### config.mk
export PLATFORM = sky130hd
export DESIGN_NAME = multi_pattern_overlap_counter
export DESIGN_NICKNAME = d
export VERILOG_FILES = /design/src/rtl/mpoc_pkg.sv /design/src/rtl/multi_pattern_overlap_counter.sv /design/src/rtl/mpoc_matcher.sv
export SDC_FILE = /design/constraint.sdc
export NUM_CORES = 2
export LEC_CHECK = 0
export ABC_CLOCK_PERIOD_IN_PS = 5100
export BUFFER_PORTS_ARGS = -buffer_cell sky130_fd_sc_hd__buf_2
export CORE_UTILIZATION = 50
export DETAILED_ROUTE_END_ITERATION = 16
export PLACE_DENSITY_LB_ADDON = 0.08
export SYNTH_ARGS = -nofsm -noshare
export SYNTH_HDL_FRONTEND = slang
export SYNTH_HIERARCHICAL = 1
export SYNTH_SLANG_ARGS = --single-unit
### constraint.sdc
create_clock -name clk -period 5.1 [get_ports clk]
set_clock_uncertainty 0.15 [all_clocks]
set_input_delay 0 -clock clk [delete_from_list [all_inputs] [get_ports clk]]
set_output_delay 0 -clock clk [all_outputs]
set_load 0.03 [all_outputs]
### src/rtl/mpoc_pkg.sv
`timescale 1ns / 1ps

package mpoc_pkg;

  localparam int SLOTS          = 4;
  localparam int BYTE_W         = 8;
  localparam int WORD_W         = 64;
  localparam int LEN_W          = 4;
  localparam int OUT_CNT_W      = 32;
  localparam int CNT_HOLD_W     = 64;
  localparam int CFG_IDX_W      = 3;
  localparam int CFG_DATA_W     = 64;
  localparam int OUT_FIELDS_W   = SLOTS + SLOTS * OUT_CNT_W;
  localparam int OUT_TDATA_W    = ((OUT_FIELDS_W + 7) / 8) * 8;

  localparam int DEF_PATTERNS        = 4;
  localparam int DEF_MAX_PATTERN_LEN = 8;
  localparam int DEF_LINE_MAX        = 1024;
  localparam int DEF_COUNT_WIDTH     = 32;

  localparam logic [BYTE_W-1:0] NEWLINE   = 8'h0a;
  localparam logic [BYTE_W-1:0] ZERO_BYTE = 8'h00;

  localparam logic [CFG_IDX_W-1:0] REG_WORD_0 = 3'd0;
  localparam logic [CFG_IDX_W-1:0] REG_WORD_1 = 3'd1;
  localparam logic [CFG_IDX_W-1:0] REG_WORD_2 = 3'd2;
  localparam logic [CFG_IDX_W-1:0] REG_WORD_3 = 3'd3;
  localparam logic [CFG_IDX_W-1:0] REG_LEN_0  = 3'd4;
  localparam logic [CFG_IDX_W-1:0] REG_LEN_1  = 3'd5;
  localparam logic [CFG_IDX_W-1:0] REG_LEN_2  = 3'd6;
  localparam logic [CFG_IDX_W-1:0] REG_LEN_3  = 3'd7;

endpackage

### src/rtl/multi_pattern_overlap_counter.sv
`timescale 1ns / 1ps

// Counts overlapping occurrences of up to four byte patterns (1 to 8 bytes each) in a
// byte stream. One text item is accepted per cycle, sustained unless m_tready stalls;
// its result item, carrying the hit mask and all counts after that byte, goes from the
// input register through one pass of the parallel byte comparators, which sets the rate,
// to the result register. Matches never cross a segment, which ends after a newline or
// after LINE_MAX bytes; a zero byte suppresses matches until its segment ends. Counts
// saturate at all ones; the low 32 bits are reported. The user must write pattern
// registers via cfg_we/cfg_index/cfg_data only while the stream is idle (not enforced).

module multi_pattern_overlap_counter import mpoc_pkg::*; #(
  parameter int PATTERNS        = DEF_PATTERNS,
  parameter int MAX_PATTERN_LEN = DEF_MAX_PATTERN_LEN,
  parameter int LINE_MAX        = DEF_LINE_MAX,
  parameter int COUNT_WIDTH     = DEF_COUNT_WIDTH
) (
  input  logic                   clk,
  input  logic                   rst,
  input  logic                   s_tvalid,
  output logic                   s_tready,
  input  logic [7:0]             s_tdata,   // [7:0] text_byte
  output logic                   m_tvalid,
  input  logic                   m_tready,
  // [3:0] hit_mask, [35:4] count_0, [67:36] count_1, [99:68] count_2,
  // [131:100] count_3, [135:132] zero
  output logic [OUT_TDATA_W-1:0] m_tdata,
  input  logic                   cfg_we,
  input  logic [CFG_IDX_W-1:0]   cfg_index,
  input  logic [CFG_DATA_W-1:0]  cfg_data
);

  localparam int FILL_W = $clog2(MAX_PATTERN_LEN + 1);
  localparam int POS_W  = $clog2(LINE_MAX);

  logic [SLOTS-1:0][WORD_W-1:0] pattern_word;
  logic [SLOTS-1:0][LEN_W-1:0]  pattern_len;

  logic              in_valid;
  logic [BYTE_W-1:0] in_byte;

  logic [MAX_PATTERN_LEN-1:0][BYTE_W-1:0] window;
  logic [MAX_PATTERN_LEN-1:0][BYTE_W-1:0] window_next;
  logic [FILL_W-1:0] fill;
  logic [FILL_W-1:0] fill_next;
  logic [POS_W-1:0]  seg_pos;
  logic              zero_seen;
  logic              zero_next;
  logic              seg_end;

  logic [SLOTS-1:0]  raw_hit;
  logic [SLOTS-1:0]  hit_next;
  logic [SLOTS-1:0]  cnt_nonzero;
  logic [SLOTS-1:0][OUT_CNT_W-1:0] cnt_out_next;

  logic [SLOTS-1:0]                out_hit;
  logic [SLOTS-1:0][OUT_CNT_W-1:0] out_cnt;

  logic advance;
  logic step;

  assign advance  = !m_tvalid || m_tready;
  assign step     = in_valid && advance;
  assign s_tready = !in_valid || advance;

  always_ff @(posedge clk) begin
    if (rst) begin
      pattern_word <= '0;
      pattern_len  <= '0;
    end else if (cfg_we) begin
      unique case (cfg_index)
        REG_WORD_0: pattern_word[0] <= cfg_data[WORD_W-1:0];
        REG_WORD_1: pattern_word[1] <= cfg_data[WORD_W-1:0];
        REG_WORD_2: pattern_word[2] <= cfg_data[WORD_W-1:0];
        REG_WORD_3: pattern_word[3] <= cfg_data[WORD_W-1:0];
        REG_LEN_0:  pattern_len[0]  <= cfg_data[LEN_W-1:0];
        REG_LEN_1:  pattern_len[1]  <= cfg_data[LEN_W-1:0];
        REG_LEN_2:  pattern_len[2]  <= cfg_data[LEN_W-1:0];
        REG_LEN_3:  pattern_len[3]  <= cfg_data[LEN_W-1:0];
        default: ;
      endcase
    end
  end

  always_ff @(posedge clk) begin
    if (rst) begin
      in_valid <= 1'b0;
    end else if (s_tvalid && s_tready) begin
      in_valid <= 1'b1;
    end else if (step) begin
      in_valid <= 1'b0;
    end
  end

  always_ff @(posedge clk) begin
    if (s_tvalid && s_tready) begin
      in_byte <= s_tdata;
    end
  end

  // shift the new byte in at the newest end
  always_comb begin
    window_next[0] = in_byte;
    for (int i = 1; i < MAX_PATTERN_LEN; i++) begin
      window_next[i] = window[i-1];
    end
  end

  assign fill_next = (fill < FILL_W'(MAX_PATTERN_LEN)) ? fill + FILL_W'(1) : fill;
  assign zero_next = zero_seen || (in_byte == ZERO_BYTE);
  assign seg_end   = (in_byte == NEWLINE) || (seg_pos == POS_W'(LINE_MAX - 1));

  always_ff @(posedge clk) begin
    if (rst) begin
      window    <= '0;
      fill      <= '0;
      seg_pos   <= '0;
      zero_seen <= 1'b0;
    end else if (step) begin
      if (seg_end) begin
        window    <= '0;
        fill      <= '0;
        seg_pos   <= '0;
        zero_seen <= 1'b0;
      end else begin
        window    <= window_next;
        fill      <= fill_next;
        seg_pos   <= seg_pos + POS_W'(1);
        zero_seen <= zero_next;
      end
    end
  end

  for (genvar k = 0; k < SLOTS; k++) begin : g_slot
    if (k < PATTERNS) begin : g_used
      logic [COUNT_WIDTH-1:0] cnt;
      logic [COUNT_WIDTH-1:0] cnt_next;
      logic [CNT_HOLD_W-1:0]  cnt_ext;

      mpoc_matcher #(
        .MAX_PATTERN_LEN (MAX_PATTERN_LEN),
        .FILL_W          (FILL_W)
      ) u_matcher (
        .window (window_next),
        .fill   (fill_next),
        .word   (pattern_word[k]),
        .len    (pattern_len[k]),
        .hit    (raw_hit[k])
      );

      assign hit_next[k] = raw_hit[k] && !zero_next;
      assign cnt_next    = (hit_next[k] && cnt != '1) ? cnt + COUNT_WIDTH'(1) : cnt;
      assign cnt_ext     = CNT_HOLD_W'(cnt_next);
      assign cnt_out_next[k] = cnt_ext[OUT_CNT_W-1:0];
      assign cnt_nonzero[k]  = (cnt != '0);

      always_ff @(posedge clk) begin
        if (rst) begin
          cnt <= '0;
        end else if (step) begin
          cnt <= cnt_next;
        end
      end
    end else begin : g_unused
      assign raw_hit[k]      = 1'b0;
      assign hit_next[k]     = 1'b0;
      assign cnt_out_next[k] = '0;
      assign cnt_nonzero[k]  = 1'b0;
    end
  end

  always_ff @(posedge clk) begin
    if (rst) begin
      m_tvalid <= 1'b0;
    end else if (step) begin
      m_tvalid <= 1'b1;
    end else if (m_tready) begin
      m_tvalid <= 1'b0;
    end
  end

  always_ff @(posedge clk) begin
    if (step) begin
      out_hit <= hit_next;
      out_cnt <= cnt_out_next;
    end
  end

  assign m_tdata = OUT_TDATA_W'({out_cnt, out_hit});

  a_fill_bound: assert property (@(posedge clk) disable iff (rst)
    fill <= FILL_W'(MAX_PATTERN_LEN))
    else $error("window fill exceeds pattern length limit");

  a_newline_clears: assert property (@(posedge clk) disable iff (rst)
    (step && in_byte == NEWLINE) |=> (fill == '0 && !zero_seen && seg_pos == '0))
    else $error("segment state not cleared after newline");

  a_zero_blocks: assert property (@(posedge clk) disable iff (rst)
    (step && zero_next) |=> (out_hit == '0))
    else $error("hit reported after zero byte in segment");

  a_hit_counted: assert property (@(posedge clk) disable iff (rst)
    step |=> ((out_hit & ~cnt_nonzero) == '0))
    else $error("hit reported while its count is zero");

  a_step_delivers: assert property (@(posedge clk) disable iff (rst)
    step |=> m_tvalid)
    else $error("processed item produced no result");

endmodule

### src/rtl/mpoc_matcher.sv
`timescale 1ns / 1ps

module mpoc_matcher import mpoc_pkg::*; #(
  parameter int MAX_PATTERN_LEN = DEF_MAX_PATTERN_LEN,
  parameter int FILL_W          = $clog2(DEF_MAX_PATTERN_LEN + 1)
) (
  input  logic [MAX_PATTERN_LEN-1:0][BYTE_W-1:0] window,
  input  logic [FILL_W-1:0]                      fill,
  input  logic [WORD_W-1:0]                      word,
  input  logic [LEN_W-1:0]                       len,
  output logic                                   hit
);

  logic [MAX_PATTERN_LEN:1] len_ok;

  // window[0] is the newest byte and lines up with the last pattern byte
  always_comb begin
    for (int l = 1; l <= MAX_PATTERN_LEN; l++) begin
      len_ok[l] = 1'b1;
      for (int i = 0; i < MAX_PATTERN_LEN; i++) begin
        if (i < l) begin
          len_ok[l] = len_ok[l] & (window[i] == word[BYTE_W*(l-1-i) +: BYTE_W]);
        end
      end
    end
  end

  always_comb begin
    hit = 1'b0;
    for (int l = 1; l <= MAX_PATTERN_LEN; l++) begin
      if (len == LEN_W'(l) && 32'(fill) >= 32'(l)) begin
        hit = len_ok[l];
      end
    end
  end

endmodule

==> impl_metrics.toml <==
[status]
status = "completed"

[critical_path]
worst_ep_required_time_ns = 5.51
worst-setup-path-type = "reg -> reg"
setup.worst_path.start_class = "register"
worst-endpoint-arrival_ns = 5.16
critical_path.max_fanout = 34
setup.worst_path.end_class = "register"

[synthesis]
netlist_area_before_placement_sq_um = 40100
syn_avg_cell_area_sq_um = 8.43
synth_cell_types = 66
synth-edff-count = 140
synth_top_family_by_area = "XOR/XNOR gates"
synth_xor_area_share_pct = 28.2
adder_and_majority_cell_fraction_of_the_synthesized_area_pct = 0.187
compound_gate_portion_of_the_synthesized_area_pct = 7.89
synth_mux_area_share_pct = 1.20
synthFlopType = "sky130_fd_sc_hd__dfxtp_1"
yosys_warnings = 6
synth-async-reset-ratio_pct = 0
ffs_latches_synth = 613
post_synth_inst_count = 4752
seq_area_frac_synth_pct = 34.1
synthSimpleGateAreaFrac_pct = 22.4

[sta]
max_freq_mhz = 211
final_period_minus_worst_setup_slack_ns = 4.74
report.final.slew_viol_count = 0
final_hold_viol_count = 0
setup_repair_after_global_routing_missed_its_margin = "false"
report.final.setup_viol = 0
timing_worst_slew_pin_value_ns = 1.10
finalSetupTns_ns = 0
fin_crit_sh_pct = 93.0
worst_slew_margin_rel_pct = 26.7

[clock_tree]
tritoncts = "built"
clock_tree.buffer_depth = 3
worstSkewPairLatency_ns = 0.64
numCtsBuffers = 71
clock_sinks = 613
cts-root-buf = "sky130_fd_sc_hd__clkbuf_16"
path_clk_slew_ns = 0.07
cts_resized = 0
htree_levels = 3

[place]
gpl.final_weighted_congestion = 1.06
dpl.hpwl_mm = 117
buffer_ports.inserted = 213
dpl.cell_count = 5716

[pwr]
internal_power_w = 0.00847
power_density_nw_per_um2 = 263
static-leakage-power_nw = 19.6
switching_share_pct = 28.5
post-layout-total-power_w = 0.0119
sequentialPowerShare_pct = 44.4
total_switching_power_w = 0.00338
comb_power_share_pct = 11.9
irDropWorstVdd_uv = 286
p_clk_share_pct = 43.7

[global_route]
antenna_found_initial = 2
grt-ovfl-total = 0
grt_usage_pct = 40.2
grt_first_pass_wirelength_mm = 240
first_global_vias = 33400
grt_max_degree = 143

[routing]
detailedRoute.firstIterationViolations = 4508
ant_nets = 0
num_vias = 37100
drcViolationCount = 0
vias_per_cell = 6.25
firstDrtPassIters = 5
routed_wirelength_mm = 169
drt-wirelength-per-cell_microns = 28.5

[floorplanning]
fp.coreArea_sq_um = 79100
die_w_microns = 285
pin_count = 218
die-area_sq_um = 81200
start_util_pct = 50.6
fp.dieH_microns = 285
fp-row-count = 103

[cells_and_area]
final_cell_count_no_fill = 5933
areaGrowthSynthToFinish_pct = 12.4
drive_above_1_share_pct = 12.2
num-nets-final = 4911

[worst_hold_path]
hold_crit_class = "in -> reg"

[job]
max-cap-violations = 0
[sequential cells by signal, indices dropped and copies added (netlist names), 8 cells and up]
| register | count |
|---|---|
| in_byte | 8 |
| m_tdata | 128 |
| pattern_word | 256 |
| seg_pos | 10 |
| window | 56 |
| g_slot.g_used.cnt | 128 |
| pattern_len | 16 |
[cells in the mapped netlist, drive strengths merged (2+ instances only)]
cell type | number | area [sq um]
nor4b | 7 | 61.3
dfxtp | 473 | 9470
and3 | 25 | 161
o31ai | 78 | 591
o21ba | 2 | 20.0
clkbuf | 223 | 843
mux2 | 25 | 282
ha | 6 | 75.1
xnor2 | 325 | 2850
nor2 | 130 | 488
a211oi | 4 | 30.0
nand3 | 160 | 816
nor3b | 7 | 52.6
o41ai | 4 | 35.0
a31o | 3 | 26.3
or4 | 81 | 616
buf | 255 | 1510
and2 | 6 | 37.5
nand4b | 9 | 78.8
inv | 14 | 52.6
edfxtp | 140 | 4200
o21ai | 24 | 128
o31a | 2 | 17.5
nand2b | 6 | 37.5
nor4bb | 4 | 40.0
or2 | 4 | 25.0
o22ai | 4 | 25.0
nand2 | 680 | 2550
mux2i | 20 | 200
xor2 | 961 | 8450
or3 | 27 | 169
nand4 | 191 | 1230
nor4 | 275 | 1810
nor3 | 79 | 405
and4 | 20 | 178
a21oi | 427 | 2140
nor2b | 32 | 200
o2111ai | 5 | 43.8
a31oi | 4 | 25.0
[critical path, cell delays in order, from the launching register on]
cell and delay (ns):
sky130_fd_sc_hd__dfxtp_1 0.36, sky130_fd_sc_hd__ha_1 0.29, sky130_fd_sc_hd__mux2_2 0.38, sky130_fd_sc_hd__buf_4 0.25, sky130_fd_sc_hd__a21oi_1 0.08, sky130_fd_sc_hd__nor4bb_1 0.84
sky130_fd_sc_hd__o2111ai_1 0.36, sky130_fd_sc_hd__nor3_1 0.27, sky130_fd_sc_hd__nand4_1 0.13, sky130_fd_sc_hd__nand4_1 0.18, sky130_fd_sc_hd__nand2b_1 0.09, sky130_fd_sc_hd__a21oi_2 0.18
sky130_fd_sc_hd__o31ai_4 0.25, sky130_fd_sc_hd__buf_12 0.25, sky130_fd_sc_hd__or4_1 0.48, sky130_fd_sc_hd__a21oi_1 0.15
[stage by stage]
step	area (sq um)	setup WS, ns	utilization [%]	hold WS (ns)
2_1_floorplan	40100	1.33	-	-0.0511
3_3_place_gp	41800	0.539	52.9	0.0303
3_5_place_dp	41800	0.505	52.9	0.0290
4_1_cts	45000	0.493	56.9	0.00184
5_1_grt	45000	0.106	56.9	0.0279
6_report	45000	0.355	56.9	0.0356
[kinds of logic (layout without fill, tap and decap cells)]
kind of cell | after synthesis | after routing
AOI/OAI and AO/OA | 565 | 565
DFF | 613 | 613
adders and majority gates | 6 | 6
buffers and inverters | 492 | 617
muxes | 45 | 45
other | 1 | 7
and+or+nand+nor | 1744 | 1744
xor gates and xnor gates | 1286 | 1286
[power groups by stage]
stage	clock, W	sequential (W)	combinational (W)
floorplan	0	0.00534	0.000806
global placement	0	0.00536	0.00131
detailed placement	0	0.00536	0.00131
CTS	0.00524	0.00525	0.00137
global route	0.00542	0.00526	0.00147
finish	0.00518	0.00526	0.00141
[cell usage in the layout (no fill, tap or decap), types with 9 or more instances in the layout]
cell type	synthesis	final
sky130_fd_sc_hd__buf_4	23	151
sky130_fd_sc_hd__nand3_1	157	156
sky130_fd_sc_hd__nand2_1	680	677
sky130_fd_sc_hd__buf_2	177	212
sky130_fd_sc_hd__inv_1	12	11
sky130_fd_sc_hd__clkinv_2	0	12
sky130_fd_sc_hd__nand4b_1	9	9
sky130_fd_sc_hd__o21ai_0	22	22
sky130_fd_sc_hd__and3_1	24	23
sky130_fd_sc_hd__a21oi_1	426	426
sky130_fd_sc_hd__mux2_2	25	25
sky130_fd_sc_hd__edfxtp_1	140	140
sky130_fd_sc_hd__nor2b_1	32	32
sky130_fd_sc_hd__nand4_1	186	186
sky130_fd_sc_hd__clkbuf_1	218	13
sky130_fd_sc_hd__xnor2_1	325	325
sky130_fd_sc_hd__nor3_1	77	76
sky130_fd_sc_hd__o31ai_1	77	76
sky130_fd_sc_hd__mux2i_1	20	20
sky130_fd_sc_hd__nor4_1	266	266
sky130_fd_sc_hd__or4_1	79	79
sky130_fd_sc_hd__dfxtp_1	473	456
sky130_fd_sc_hd__dlygate4sd3_1	0	86
sky130_fd_sc_hd__or3_1	27	26
sky130_fd_sc_hd__buf_12	0	25
sky130_fd_sc_hd__and4_1	19	18
sky130_fd_sc_hd__nor2_1	130	130
sky130_fd_sc_hd__clkbuf_16	0	71
sky130_fd_sc_hd__dfxtp_2	0	17
sky130_fd_sc_hd__xor2_1	957	957
[worst paths after layout]
kind | startpoint | end | slack, ns | cells after the start
setup / recovery | fill[0]$_SDFFE_PP0P_ | g_slot[0].g_used.cnt[7]$_SDFFE_PP0P_ | 0.36 | 15
hold / removal | s_tdata[5] | in_byte[5]$_DFFE_PP_ | 0.04 | 2
setup reg to reg | fill[0]$_SDFFE_PP0P_ | g_slot[0].g_used.cnt[7]$_SDFFE_PP0P_ | 0.36 | 15
hold reg to reg | pattern_word[248]$_SDFFE_PP0P_ | pattern_word[248]$_SDFFE_PP0P_ | 0.31 | 2
[layer usage]
layer  vias to the layer above  routed length, microns  GRT usage (%)
met3                       577                   18300           8.22
met5                         -                      49              0
met1                     17700                   69300           55.4
met4                         6                   12500           25.7
li1                      16500                       -              -
met2                      2317                   68700           56.8
[area by class of cell]
class,count,area (sq um)
Sequential cell,613,13700
Tap cell,1050,1310
Inverter,14,60.1
Multi-Input combinational cell,3650,24100
Clock inverter,36,367
Clock buffer,92,1940
Timing Repair Buffer,475,3570
Fill cell,7412,34100
Antenna cell,3,7.51
[repair_timing]
item	in CTS	in global routing
endpoints found under the setup margin	0	0
endpoints found under the hold margin	372	0
hold buffers	86	0
setup buffers	0	0
(Power assumes the default switching activity.)
